===== src/rtl/core/lbbf_pkg.sv =====
// ----------------------------------------------------------------------------
// lbbf_pkg
// shared types, constants and register codes of the labelled-region
// bounding box finder
// ----------------------------------------------------------------------------
`default_nettype none

package lbbf_pkg;

  // volume limits and label register count
  localparam int MAX_LABELS = 4;
  localparam int MAX_WIDTH  = 4096;
  localparam int MAX_HEIGHT = 4096;
  localparam int MAX_DEPTH  = 1024;
  localparam int LABEL_REGS = 4;

  // field widths
  localparam int XY_W    = 12;
  localparam int SLICE_W = 10;
  localparam int LABEL_W = 16;
  localparam int COUNT_W = 3;
  localparam int PXY_W   = 13;
  localparam int PSL_W   = 11;

  // configuration port
  localparam int PADDR_W = 5;
  localparam int PDATA_W = 32;

  // register indexes (byte address / 4)
  localparam logic [2:0] REG_LABEL_A     = 3'd0;
  localparam logic [2:0] REG_LABEL_B     = 3'd1;
  localparam logic [2:0] REG_LABEL_C     = 3'd2;
  localparam logic [2:0] REG_LABEL_D     = 3'd3;
  localparam logic [2:0] REG_LABEL_COUNT = 3'd4;

  // padding added to an extent
  localparam int PAD_BASE = 4;

  // reset values of the running bounds
  localparam logic [XY_W-1:0]    XY_LOW_INIT    = '1;
  localparam logic [SLICE_W-1:0] SLICE_LOW_INIT = '1;

  // label configuration seen by the matcher
  typedef struct packed {
    logic [LABEL_REGS-1:0][LABEL_W-1:0] labels;
    logic [COUNT_W-1:0]                 count;
  } lbbf_cfg_t;

  // one registered voxel
  typedef struct packed {
    logic [XY_W-1:0]    x;
    logic [XY_W-1:0]    y;
    logic [SLICE_W-1:0] slice;
    logic               hit;
    logic               last;
  } lbbf_vox_t;

  // final bounds of one volume
  typedef struct packed {
    logic               found;
    logic [XY_W-1:0]    lo_x;
    logic [XY_W-1:0]    hi_x;
    logic [XY_W-1:0]    lo_y;
    logic [XY_W-1:0]    hi_y;
    logic [SLICE_W-1:0] lo_s;
    logic [SLICE_W-1:0] hi_s;
  } lbbf_bounds_t;

endpackage

`default_nettype wire


===== src/rtl/core/lbbf_regs.sv =====
// ----------------------------------------------------------------------------
// lbbf_regs
// apb-style register file holding the four labels and the label count
// ----------------------------------------------------------------------------
`default_nettype none

module lbbf_regs
  import lbbf_pkg::*;
(
  input  wire logic               clk,
  input  wire logic               rst,
  input  wire logic               psel,
  input  wire logic               penable,
  input  wire logic               pwrite,
  input  wire logic [PADDR_W-1:0] paddr,
  input  wire logic [PDATA_W-1:0] pwdata,
  output logic      [PDATA_W-1:0] prdata,
  output logic                    pready,
  output lbbf_cfg_t               cfg
);

  logic [2:0] reg_idx;
  logic       wr_en;

  assign reg_idx = paddr[4:2];
  assign wr_en   = psel && penable && pwrite && pready;
  assign pready  = 1'b1;

  // register writes
  always_ff @(posedge clk) begin
    if (rst) begin
      cfg <= '0;
    end else if (wr_en) begin
      unique case (reg_idx)
        REG_LABEL_A:     cfg.labels[0] <= pwdata[LABEL_W-1:0];
        REG_LABEL_B:     cfg.labels[1] <= pwdata[LABEL_W-1:0];
        REG_LABEL_C:     cfg.labels[2] <= pwdata[LABEL_W-1:0];
        REG_LABEL_D:     cfg.labels[3] <= pwdata[LABEL_W-1:0];
        REG_LABEL_COUNT: cfg.count     <= pwdata[COUNT_W-1:0];
        default: ;
      endcase
    end
  end

  // read back
  always_comb begin
    unique case (reg_idx)
      REG_LABEL_A:     prdata = {(PDATA_W-LABEL_W)'(0), cfg.labels[0]};
      REG_LABEL_B:     prdata = {(PDATA_W-LABEL_W)'(0), cfg.labels[1]};
      REG_LABEL_C:     prdata = {(PDATA_W-LABEL_W)'(0), cfg.labels[2]};
      REG_LABEL_D:     prdata = {(PDATA_W-LABEL_W)'(0), cfg.labels[3]};
      REG_LABEL_COUNT: prdata = {(PDATA_W-COUNT_W)'(0), cfg.count};
      default:         prdata = '0;
    endcase
  end

endmodule

`default_nettype wire


===== src/rtl/core/lbbf_match.sv =====
// ----------------------------------------------------------------------------
// lbbf_match
// label compare and volume range check, then the voxel input register
// ----------------------------------------------------------------------------
`default_nettype none

module lbbf_match
  import lbbf_pkg::*;
(
  input  wire logic               clk,
  input  wire logic               rst,
  input  wire lbbf_cfg_t          cfg,
  input  wire logic               in_valid,
  output logic                    in_ready,
  input  wire logic [XY_W-1:0]    x_pos,
  input  wire logic [XY_W-1:0]    y_pos,
  input  wire logic [SLICE_W-1:0] slice_index,
  input  wire logic [LABEL_W-1:0] label_value,
  input  wire logic               last_voxel,
  output logic                    vox_valid,
  output lbbf_vox_t               vox,
  input  wire logic               vox_ready
);

  logic label_hit;
  logic in_volume;

  // compare against every enabled label register
  always_comb begin
    label_hit = 1'b0;
    for (int i = 0; i < LABEL_REGS; i++) begin
      if (i < MAX_LABELS && COUNT_W'(i) < cfg.count && cfg.labels[i] == label_value) begin
        label_hit = 1'b1;
      end
    end
  end

  // coordinates outside the volume never match
  assign in_volume = ({5'b0, x_pos} < 17'(MAX_WIDTH)) &&
                     ({5'b0, y_pos} < 17'(MAX_HEIGHT)) &&
                     ({7'b0, slice_index} < 17'(MAX_DEPTH));

  assign in_ready = !vox_valid || vox_ready;

  // voxel register
  always_ff @(posedge clk) begin
    if (rst) begin
      vox_valid <= 1'b0;
    end else if (in_ready) begin
      vox_valid <= in_valid;
    end
    if (in_valid && in_ready) begin
      vox.x     <= x_pos;
      vox.y     <= y_pos;
      vox.slice <= slice_index;
      vox.hit   <= label_hit && in_volume;
      vox.last  <= last_voxel;
    end
  end

endmodule

`default_nettype wire


===== src/rtl/core/lbbf_accum.sv =====
// ----------------------------------------------------------------------------
// lbbf_accum
// running minimum and maximum of the matching voxels, with a snapshot
// register that takes the final bounds on the last voxel
// ----------------------------------------------------------------------------
`default_nettype none

module lbbf_accum
  import lbbf_pkg::*;
(
  input  wire logic   clk,
  input  wire logic   rst,
  input  wire logic   vox_valid,
  input  wire lbbf_vox_t vox,
  output logic        vox_ready,
  output logic        snap_valid,
  output lbbf_bounds_t snap,
  input  wire logic   snap_ready
);

  lbbf_bounds_t bounds;
  lbbf_bounds_t bounds_next;
  logic         take;
  logic         snap_free;

  assign snap_free = !snap_valid || snap_ready;
  assign vox_ready = !vox.last || snap_free;
  assign take      = vox_valid && vox_ready;

  // bounds including the current voxel
  always_comb begin
    bounds_next = bounds;
    if (vox.hit) begin
      bounds_next.found = 1'b1;
      if (vox.x < bounds.lo_x)     bounds_next.lo_x = vox.x;
      if (vox.x > bounds.hi_x)     bounds_next.hi_x = vox.x;
      if (vox.y < bounds.lo_y)     bounds_next.lo_y = vox.y;
      if (vox.y > bounds.hi_y)     bounds_next.hi_y = vox.y;
      if (vox.slice < bounds.lo_s) bounds_next.lo_s = vox.slice;
      if (vox.slice > bounds.hi_s) bounds_next.hi_s = vox.slice;
    end
  end

  // running bounds, cleared after each volume
  always_ff @(posedge clk) begin
    if (rst || (take && vox.last)) begin
      bounds.found <= 1'b0;
      bounds.lo_x  <= XY_LOW_INIT;
      bounds.hi_x  <= '0;
      bounds.lo_y  <= XY_LOW_INIT;
      bounds.hi_y  <= '0;
      bounds.lo_s  <= SLICE_LOW_INIT;
      bounds.hi_s  <= '0;
    end else if (take) begin
      bounds <= bounds_next;
    end
  end

  // snapshot of the finished volume
  always_ff @(posedge clk) begin
    if (rst) begin
      snap_valid <= 1'b0;
    end else if (take && vox.last) begin
      snap_valid <= 1'b1;
    end else if (snap_ready) begin
      snap_valid <= 1'b0;
    end
    if (take && vox.last) begin
      snap <= bounds_next;
    end
  end

endmodule

`default_nettype wire


===== src/rtl/core/lbbf_pad.sv =====
// ----------------------------------------------------------------------------
// lbbf_pad
// padded sizes from the final bounds, and the result register
// ----------------------------------------------------------------------------
`default_nettype none

module lbbf_pad
  import lbbf_pkg::*;
(
  input  wire logic          clk,
  input  wire logic          rst,
  input  wire logic          snap_valid,
  input  wire lbbf_bounds_t  snap,
  output logic               snap_ready,
  output logic               out_valid,
  input  wire logic          out_ready,
  output logic               found,
  output logic [XY_W-1:0]    min_x,
  output logic [XY_W-1:0]    max_x,
  output logic [XY_W-1:0]    min_y,
  output logic [XY_W-1:0]    max_y,
  output logic [SLICE_W-1:0] min_slice,
  output logic [SLICE_W-1:0] max_slice,
  output logic [PXY_W-1:0]   padded_width,
  output logic [PXY_W-1:0]   padded_height,
  output logic [PSL_W-1:0]   padded_depth
);

  logic [PXY_W-1:0] ext_w;
  logic [PXY_W-1:0] ext_h;
  logic [PSL_W-1:0] ext_d;
  logic [PXY_W-1:0] pad_w;
  logic [PXY_W-1:0] pad_h;
  logic [PSL_W-1:0] pad_d;

  // extent plus four, plus one more when odd
  always_comb begin
    ext_w = {1'b0, snap.hi_x} - {1'b0, snap.lo_x} + PXY_W'(1);
    ext_h = {1'b0, snap.hi_y} - {1'b0, snap.lo_y} + PXY_W'(1);
    ext_d = {1'b0, snap.hi_s} - {1'b0, snap.lo_s} + PSL_W'(1);
    pad_w = ext_w + PXY_W'(PAD_BASE) + {{(PXY_W-1){1'b0}}, ext_w[0]};
    pad_h = ext_h + PXY_W'(PAD_BASE) + {{(PXY_W-1){1'b0}}, ext_h[0]};
    pad_d = ext_d + PSL_W'(PAD_BASE) + {{(PSL_W-1){1'b0}}, ext_d[0]};
  end

  assign snap_ready = !out_valid || out_ready;

  // result register
  always_ff @(posedge clk) begin
    if (rst) begin
      out_valid <= 1'b0;
    end else if (snap_ready) begin
      out_valid <= snap_valid;
    end
    if (snap_valid && snap_ready) begin
      found         <= snap.found;
      min_x         <= snap.lo_x;
      max_x         <= snap.hi_x;
      min_y         <= snap.lo_y;
      max_y         <= snap.hi_y;
      min_slice     <= snap.lo_s;
      max_slice     <= snap.hi_s;
      padded_width  <= snap.found ? pad_w : '0;
      padded_height <= snap.found ? pad_h : '0;
      padded_depth  <= snap.found ? pad_d : '0;
    end
  end

endmodule

`default_nettype wire


===== src/rtl/core/label_bounding_box_finder.sv =====
// ----------------------------------------------------------------------------
// label_bounding_box_finder
// bounding box of the voxels carrying any of up to four labels, one result
// per volume with the six bounds and the padded sizes
// ----------------------------------------------------------------------------
//   channel   direction  handshake               request
//   voxel     in         in_valid / in_ready     x, y, slice, label, last flag
//   result    out        out_valid / out_ready   found, bounds, padded sizes
//   config    in         psel/penable/pready     label_a..d, label_count
//
// one voxel is taken every cycle while in_ready is high; a result is offered
// once the last voxel of a volume has passed the input register, the bounds
// snapshot and the result register. reset clears the bounds and the labels. when
// the result is stalled the pipeline keeps taking voxels until a third
// finished volume waits for the snapshot stage, then in_ready drops.
// ----------------------------------------------------------------------------
`default_nettype none

module label_bounding_box_finder
  import lbbf_pkg::*;
(
  input  wire logic               clk,
  input  wire logic               rst,
  input  wire logic               psel,
  input  wire logic               penable,
  input  wire logic               pwrite,
  input  wire logic [PADDR_W-1:0] paddr,
  input  wire logic [PDATA_W-1:0] pwdata,
  output logic      [PDATA_W-1:0] prdata,
  output logic                    pready,
  input  wire logic               in_valid,
  output logic                    in_ready,
  input  wire logic [XY_W-1:0]    x_pos,
  input  wire logic [XY_W-1:0]    y_pos,
  input  wire logic [SLICE_W-1:0] slice_index,
  input  wire logic [LABEL_W-1:0] label_value,
  input  wire logic               last_voxel,
  output logic                    out_valid,
  input  wire logic               out_ready,
  output logic                    found,
  output logic      [XY_W-1:0]    min_x,
  output logic      [XY_W-1:0]    max_x,
  output logic      [XY_W-1:0]    min_y,
  output logic      [XY_W-1:0]    max_y,
  output logic      [SLICE_W-1:0] min_slice,
  output logic      [SLICE_W-1:0] max_slice,
  output logic      [PXY_W-1:0]   padded_width,
  output logic      [PXY_W-1:0]   padded_height,
  output logic      [PSL_W-1:0]   padded_depth
);

  lbbf_cfg_t    cfg;
  lbbf_vox_t    vox;
  logic         vox_valid;
  logic         vox_ready;
  lbbf_bounds_t snap;
  logic         snap_valid;
  logic         snap_ready;

  // configuration registers
  lbbf_regs u_regs (
    .clk     (clk),
    .rst     (rst),
    .psel    (psel),
    .penable (penable),
    .pwrite  (pwrite),
    .paddr   (paddr),
    .pwdata  (pwdata),
    .prdata  (prdata),
    .pready  (pready),
    .cfg     (cfg)
  );

  // label match and input register
  lbbf_match u_match (
    .clk         (clk),
    .rst         (rst),
    .cfg         (cfg),
    .in_valid    (in_valid),
    .in_ready    (in_ready),
    .x_pos       (x_pos),
    .y_pos       (y_pos),
    .slice_index (slice_index),
    .label_value (label_value),
    .last_voxel  (last_voxel),
    .vox_valid   (vox_valid),
    .vox         (vox),
    .vox_ready   (vox_ready)
  );

  // running bounds
  lbbf_accum u_accum (
    .clk        (clk),
    .rst        (rst),
    .vox_valid  (vox_valid),
    .vox        (vox),
    .vox_ready  (vox_ready),
    .snap_valid (snap_valid),
    .snap       (snap),
    .snap_ready (snap_ready)
  );

  // padded sizes and result register
  lbbf_pad u_pad (
    .clk           (clk),
    .rst           (rst),
    .snap_valid    (snap_valid),
    .snap          (snap),
    .snap_ready    (snap_ready),
    .out_valid     (out_valid),
    .out_ready     (out_ready),
    .found         (found),
    .min_x         (min_x),
    .max_x         (max_x),
    .min_y         (min_y),
    .max_y         (max_y),
    .min_slice     (min_slice),
    .max_slice     (max_slice),
    .padded_width  (padded_width),
    .padded_height (padded_height),
    .padded_depth  (padded_depth)
  );

endmodule

`default_nettype wire


===== config.mk =====
export PLATFORM = sky130hd
export DESIGN_NAME = label_bounding_box_finder
export DESIGN_NICKNAME = d
export VERILOG_FILES = /design/src/rtl/core/lbbf_pkg.sv /design/src/rtl/core/lbbf_regs.sv /design/src/rtl/core/lbbf_match.sv /design/src/rtl/core/lbbf_accum.sv /design/src/rtl/core/lbbf_pad.sv /design/src/rtl/core/label_bounding_box_finder.sv
export SDC_FILE = /design/constraint.sdc
export NUM_CORES = 1
export LEC_CHECK = 0
export ABC_AREA = 1
export BUFFER_PORTS_ARGS = -buffer_cell sky130_fd_sc_hd__buf_2
export CORE_ASPECT_RATIO = 1.1
export CORE_MARGIN = 8
export CORE_UTILIZATION = 53
export CTS_CLUSTER_DIAMETER = 120
export CTS_CLUSTER_SIZE = 8
export DETAILED_ROUTE_END_ITERATION = 16
export PLACE_DENSITY = 0.77
export SETUP_SLACK_MARGIN = 0.5
export SYNTH_ARGS = -nofsm -noshare
export SYNTH_HDL_FRONTEND = slang
export SYNTH_SLANG_ARGS = --single-unit
export TNS_END_PERCENT = 30

===== constraint.sdc =====
create_clock -name clk -period 5.91 [get_ports clk]
set_input_delay 0.8865 -clock clk [delete_from_list [all_inputs] [get_ports clk]]
set_output_delay 0.8865 -clock clk [all_outputs]
set_load 0.02 [all_outputs]

==> results.json, run 1 <==
{
  "finalCriticalPeriod_ns": 3.454,
  "dp.cells": 2751,
  "final_common_cell": "nand2_1",
  "coreArea_sq_um": 34200,
  "clock-sinks": 347,
  "synth_edf_count": 208,
  "gr-usage-met3": 0.05701,
  "grt_pass1_vias": 14778,
  "wl_mm": 47.39,
  "die_area_sq_um": 40950,
  "start_util": 0.5381,
  "synthCells": 2173,
  "synthDistinctLibCells": 46,
  "clockBufferDepth": 3,
  "worstPathRequired_ns": 5.02,
  "crit_path_end_kind": "output port",
  "p_sw_mw": 1.534,
  "final_cell_mix": "535 x nand2_1, 322 x inv_1, 208 x edfxtp_1",
  "status": "completed",
  "yosysSeqAreaShare": 0.4906,
  "die_w_microns": 193.7,
  "layout-drive-gt1-share": 0.1354,
  "grtUsageMet2": 0.3783,
  "clkSlewWorstSetupHoldPaths_ns": 0.05,
  "slew_headroom": 0.3210,
  "fin_crit_sh": 0.5845,
  "place_area_sq_um": 19660,
  "p_leak_nw": 9.822,
  "p_comb_frac": 0.119,
  "grt_overflow": 0,
  "drv_cap": 0,
  "fin_area_sq_um": 21070,
  "synth-seq-cells": 347,
  "met1_usage": 0.2847,
  "antenna_found_initial": 10,
  "p_per_area_nw_per_um2": 284.5,
  "seqPwrFrac": 0.455,
  "finalClockSkew_ns": 0.01929,
  "setup_violations": 0,
  "synth_top_cells_by_area": "edfxtp_1 34%, dfxtp_1 15%, nand2_1 11%",
  "gp_congestion": 0.9579,
  "yosys.area.top_type": "edfxtp_1",
  "path_max_fanout": 13,
  "via_count": 15351,
  "power_mw": 5.995,
  "cts-resized-gates": 0,
  "nets": 2595,
  "cts_tree": "yes",
  "rsz0062_at_grt": "false",
  "cts_buffers": 49,
  "timing.fmax_mhz": 289.5,
  "die_h_microns": 211.4,
  "syn-cell-area_sq_um": 18410,
  "switching_share": 0.2560,
  "synthArstFlopShare": 0,
  "insertion_delay_ns": 0.56,
  "dp_hpwl_mm": 34.58,
  "port_buffers": 197,
  "wire_per_inst_microns": 16.68,
  "peakVddDrop_mv": 0.1943,
  "critical_path.startpoint_type": "primary input",
  "drt_pass1_iterations": 7,
  "yosysTopAreaCellShare": 0.3394,
  "route.detailed.drc": 0,
  "via_per_inst": 5.403,
  "fin_tns_setup_ns": 0,
  "synth-main-ff-cell": "edfxtp_1",
  "htree_levels": 2,
  "num_rows": 71,
  "ios": 236,
  "r2r_slack_ns": 2.90,
  "postCtsSetupBuffers": 0,
  "fin_cells": 2841,
  "hold_viol_final": 0,
  "min_path_type": "reg2reg",
  "drt_iter0_markers": 1284,
  "p_clk_frac": 0.426,
  "p_int_mw": 4.460,
  "grt_busiest_layer": "met2",
  "holdBufCountCts": 0,
  "grt_usage": 0.2273,
  "ys_warn_count": 0,
  "grt_max_degree": 88,
  "cp.arrival_ns": 2.57,
  "grt_pass1_wl_mm": 76.22,
  "antenna_left": 0,
  "syn_avg_cell_area_sq_um": 8.470,
  "maxSlewViolCount": 0,
  "cts_root_buffer": "clkbuf_16",
  "tightest_slew_ns": 1.019,
  "path_class": "in2out",
  "syn2layout_area_growth_pct": 14.47
}
[metrics by stage]
stage,hold WS [ns],util,worst slack (ns)
2_1_floorplan,0.4264,-,1.887
3_3_place_gp,0.4342,0.5747,2.474
3_5_place_dp,0.4408,0.5747,2.503
4_1_cts,0.4464,0.6158,2.500
5_1_grt,0.4533,0.6159,2.390
6_report,0.4419,0.6160,2.456
[state kept, by name (all words and copies together), names as in the netlist, 12 cells and up]
| name | flops |
|---|---|
| u_accum.bounds | 69 |
| u_accum.snap | 69 |
| u_regs.cfg | 67 |
| u_match.vox | 36 |
| u_pad.max_x | 12 |
| u_pad.max_y | 12 |
| u_pad.min_x | 12 |
| u_pad.min_y | 12 |
| u_pad.padded_height | 12 |
| u_pad.padded_width | 12 |
[path summary, 6_finish.rpt]
check	startpoint	to	cells after the start
max	paddr[4]	prdata[2]	7
min	u_accum.snap[66]	u_pad.min_x[10]	0
max reg2reg	u_match.vox[1]	u_accum.snap[41]	7
min reg2reg	u_accum.snap[66]	u_pad.min_x[10]	0
[synth_stat cells, types with 4 or more instances]
cell type and instances:
inv_1 324, nor2_2 11, buf_1 5, ha_1 133, edfxtp_1 208, xor2_1 9, dfxtp_1 139, o2111ai_1 16
inv_2 15, nor2_1 117, o21ai_1 26, nand3_1 125, buf_4 22, a21oi_1 181, buf_2 24, nand2_2 14
clkbuf_1 30, a21oi_2 12, a221oi_1 7, nand4_1 24, nand3b_1 4, nand2_1 535, o22ai_1 36, o21ai_0 107
nor3_1 12
[worst max-delay path: stages]
cell and delay [ns]:
buf_2 0.19, inv_1 0.06, nand2_1 0.51, inv_1 0.24, a221oi_1 0.33, o21ai_0 0.16
buf_2 0.19
[power by group through the flow]
| stage | combinational [mW] | sequential (mW) | clock, mW |
|---|---|---|---|
| global route | 0.811 | 2.73 | 2.69 |
| finish | 0.712 | 2.73 | 2.56 |
| CTS | 0.706 | 2.72 | 2.60 |
| floorplan | 0.512 | 2.77 | 0 |
| global placement | 0.677 | 2.77 | 0 |
| detailed placement | 0.700 | 2.77 | 0 |
[per-layer routing]
| layer | share of wire | up-vias |
|---|---|---|
| met5 | 0.0019 | - |
| met4 | 0.032 | 14 |
| met3 | 0.087 | 113 |
| met2 | 0.46 | 601 |
| met1 | 0.42 | 7025 |
| li1 | - | 7598 |
[cell families (layout without fill, tap and decap cells)]
logic type / Yosys count / after routing / synth area share
and+or+nand+nor: 855 / 855 / 0.1960
other: 2 / 23 / 0.0004080
adders and majority gates: 136 / 136 / 0.09368
AOI/OAI and AO/OA: 399 / 399 / 0.1207
DFF: 347 / 347 / 0.4906
xor gates and xnor gates: 12 / 12 / 0.005711
buffers and inverters: 422 / 631 / 0.09300
[final cells by class]
type	count	area (sq um)
Fill cell	2883	13130
Inverter	339	1272
Clock buffer	85	1383
Multi-Input combinational cell	1422	7760
Timing Repair Buffer	205	1046
Tap cell	438	548.0
Antenna cell	3	7.507
Clock inverter	2	23.77
Sequential cell	347	9029
(Power assumes the default switching activity.)
==> run 2: changes to the inputs <==
==> constraint.sdc (replaced) <==
create_clock -name clk -period 3.05 [get_ports clk]
set_input_delay 0.4575 -clock clk [delete_from_list [all_inputs] [get_ports clk]]
set_output_delay 0.4575 -clock clk [all_outputs]
set_load 0.02 [all_outputs]
==> results.json, run 2 (synthesized netlist as in run 1, its figures left out) <==
{
  "status": "completed",
  "via_per_inst": 5.417,
  "num_rows": 71,
  "cts_buffers": 49,
  "final_cell_mix": "521 x nand2_1, 318 x inv_1, 208 x edfxtp_1",
  "clockBufferDepth": 3,
  "p_leak_nw": 10.02,
  "cp.arrival_ns": 2.94,
  "worstPathRequired_ns": 3.37,
  "die_area_sq_um": 40950,
  "cts_root_buffer": "clkbuf_16",
  "fillCellCount": 2768,
  "p_sw_mw": 3.132,
  "die_w_microns": 193.7,
  "antenna_left": 0,
  "fin_crit_sh": 0.8599,
  "grt_usage": 0.2350,
  "seqPwrFrac": 0.446,
  "path_class": "reg2reg",
  "finalCriticalPeriod_ns": 2.623,
  "insertion_delay_ns": 0.57,
  "peakVddDrop_mv": 0.4775,
  "min_path_type": "in2reg",
  "ios": 236,
  "grt_pass1_vias": 15141,
  "timing.fmax_mhz": 381.3,
  "route.detailed.drc": 0,
  "htree_levels": 2,
  "power_mw": 11.82,
  "drt_iter0_markers": 1291,
  "via_count": 15579,
  "finalClockSkew_ns": 0.01665,
  "start_util": 0.5381,
  "maxSlewViolCount": 0,
  "syn2layout_area_growth_pct": 17.64,
  "holdBufCountCts": 0,
  "gp_congestion": 0.9690,
  "p_int_mw": 8.692,
  "nets": 2631,
  "setup_violations": 0,
  "tightest_slew_ns": 0.8457,
  "p_per_area_nw_per_um2": 546.1,
  "grt_pass1_wl_mm": 78.45,
  "crit_path_end_kind": "flip-flop",
  "hold_viol_final": 0,
  "layout-drive-gt1-share": 0.1715,
  "wl_mm": 49.79,
  "largestRegisters": "u_accum.bounds (69), u_accum.snap (69), u_regs.cfg (67)",
  "port_buffers": 197,
  "slew_headroom": 0.4362,
  "die_h_microns": 211.4,
  "coreArea_sq_um": 34200,
  "final_common_cell": "nand2_1",
  "drv_cap": 0,
  "drt_pass1_iterations": 8,
  "clock-sinks": 347,
  "p_clk_frac": 0.424,
  "wire_per_inst_microns": 17.31,
  "critical_path.startpoint_type": "flip-flop",
  "grt_max_degree": 88,
  "cts_tree": "yes",
  "antenna_found_initial": 7,
  "p_comb_frac": 0.129,
  "switching_share": 0.2649,
  "grt_overflow": 0,
  "dp_hpwl_mm": 36.20,
  "clkSlewWorstSetupHoldPaths_ns": 0.05,
  "rsz0062_at_grt": "true",
  "path_max_fanout": 4,
  "fin_tns_setup_ns": 0
}
[run 2: changes by cell type in the layout (fill, tap and decap cells not counted), moves of 8 or more]
cell	delta
buf_4	+33
nand2_2	+13
nand2_1	-14
nor2_1	-11
ha_1	-9
nand3_1	-8
nor2_4	+8
[run 2: power by group through the flow]
stage               Sequential (mW)  Clock [mW]  Combinational [mW]
finish                         5.28        5.02                1.53
floorplan                      5.36           0               0.992
global placement               5.35           0                1.34
global route                   5.29        5.30                1.71
detailed placement             5.36           0                1.39
CTS                            5.27        5.11                1.46
[run 2: final cells by class]
class / instances / area, sq um / area share
Antenna cell: 1 / 2.502 / 0.0001156
Clock buffer: 85 / 1361 / 0.06287
Clock inverter: 3 / 47.55 / 0.002196
Inverter: 339 / 1272 / 0.05877
Multi-Input combinational cell: 1422 / 8038 / 0.3712
Sequential cell: 347 / 9029 / 0.4170
Tap cell: 438 / 548.0 / 0.02531
Timing Repair Buffer: 241 / 1354 / 0.06253
[run 2: path summary, 6_finish.rpt]
path	from	to	slack [ns]	cells past startpoint
worst min register to register	u_accum.snap[21]	u_pad.max_y[1]	0.45	0
worst max register to register	u_accum.snap[57]	u_pad.padded_width[10]	0.43	11
worst min-delay path	y_pos[4]	u_match.vox[16]	0.07	1
worst max-delay path	u_accum.snap[57]	u_pad.padded_width[10]	0.43	11
[run 2: per-layer routing]
layer  vias up  wire length, microns  global-route usage
met2       625                 23490              0.4000
met5         -                    82                   0
met3       122                  4036             0.05685
met1      7159                 20660              0.2901
met4        12                  1532             0.08152
li1       7661                     -                   -
[run 2: repair_timing]
item | CTS | global route
setup buffers | 15 | 6
endpoints found under the setup margin | 13 | 73
cloned | 0 | 0
gates resized for setup | 39 | 37
pin swaps | 29 | 30
[run 2: critical path: stages (launching register included)]
cell	delay (ns)
edfxtp_1	0.43
ha_4	0.30
inv_2	0.04
ha_4	0.15
fa_2	0.59
nor2_4	0.06
nor2_4	0.16
nand3_2	0.10
nor2_2	0.15
nand4_1	0.17
nor2_1	0.18
nor2_1	0.06
[run 2: per-stage QoR]
stage          instance area, sq um  worst slack [ns]    util  std cells  hold WS (ns)
3_3_place_gp                  19800            0.3610  0.5789       2766        0.4328
4_1_cts                       21450            0.4486  0.6273       2869       0.05140
3_5_place_dp                  19800            0.2784  0.5789       2766        0.4390
6_report                      21650            0.4273  0.6331       2876       0.07362
2_1_floorplan                 18480            0.1744       -       2191        0.4264
5_1_grt                       21650            0.3098  0.6330       2875       0.05988
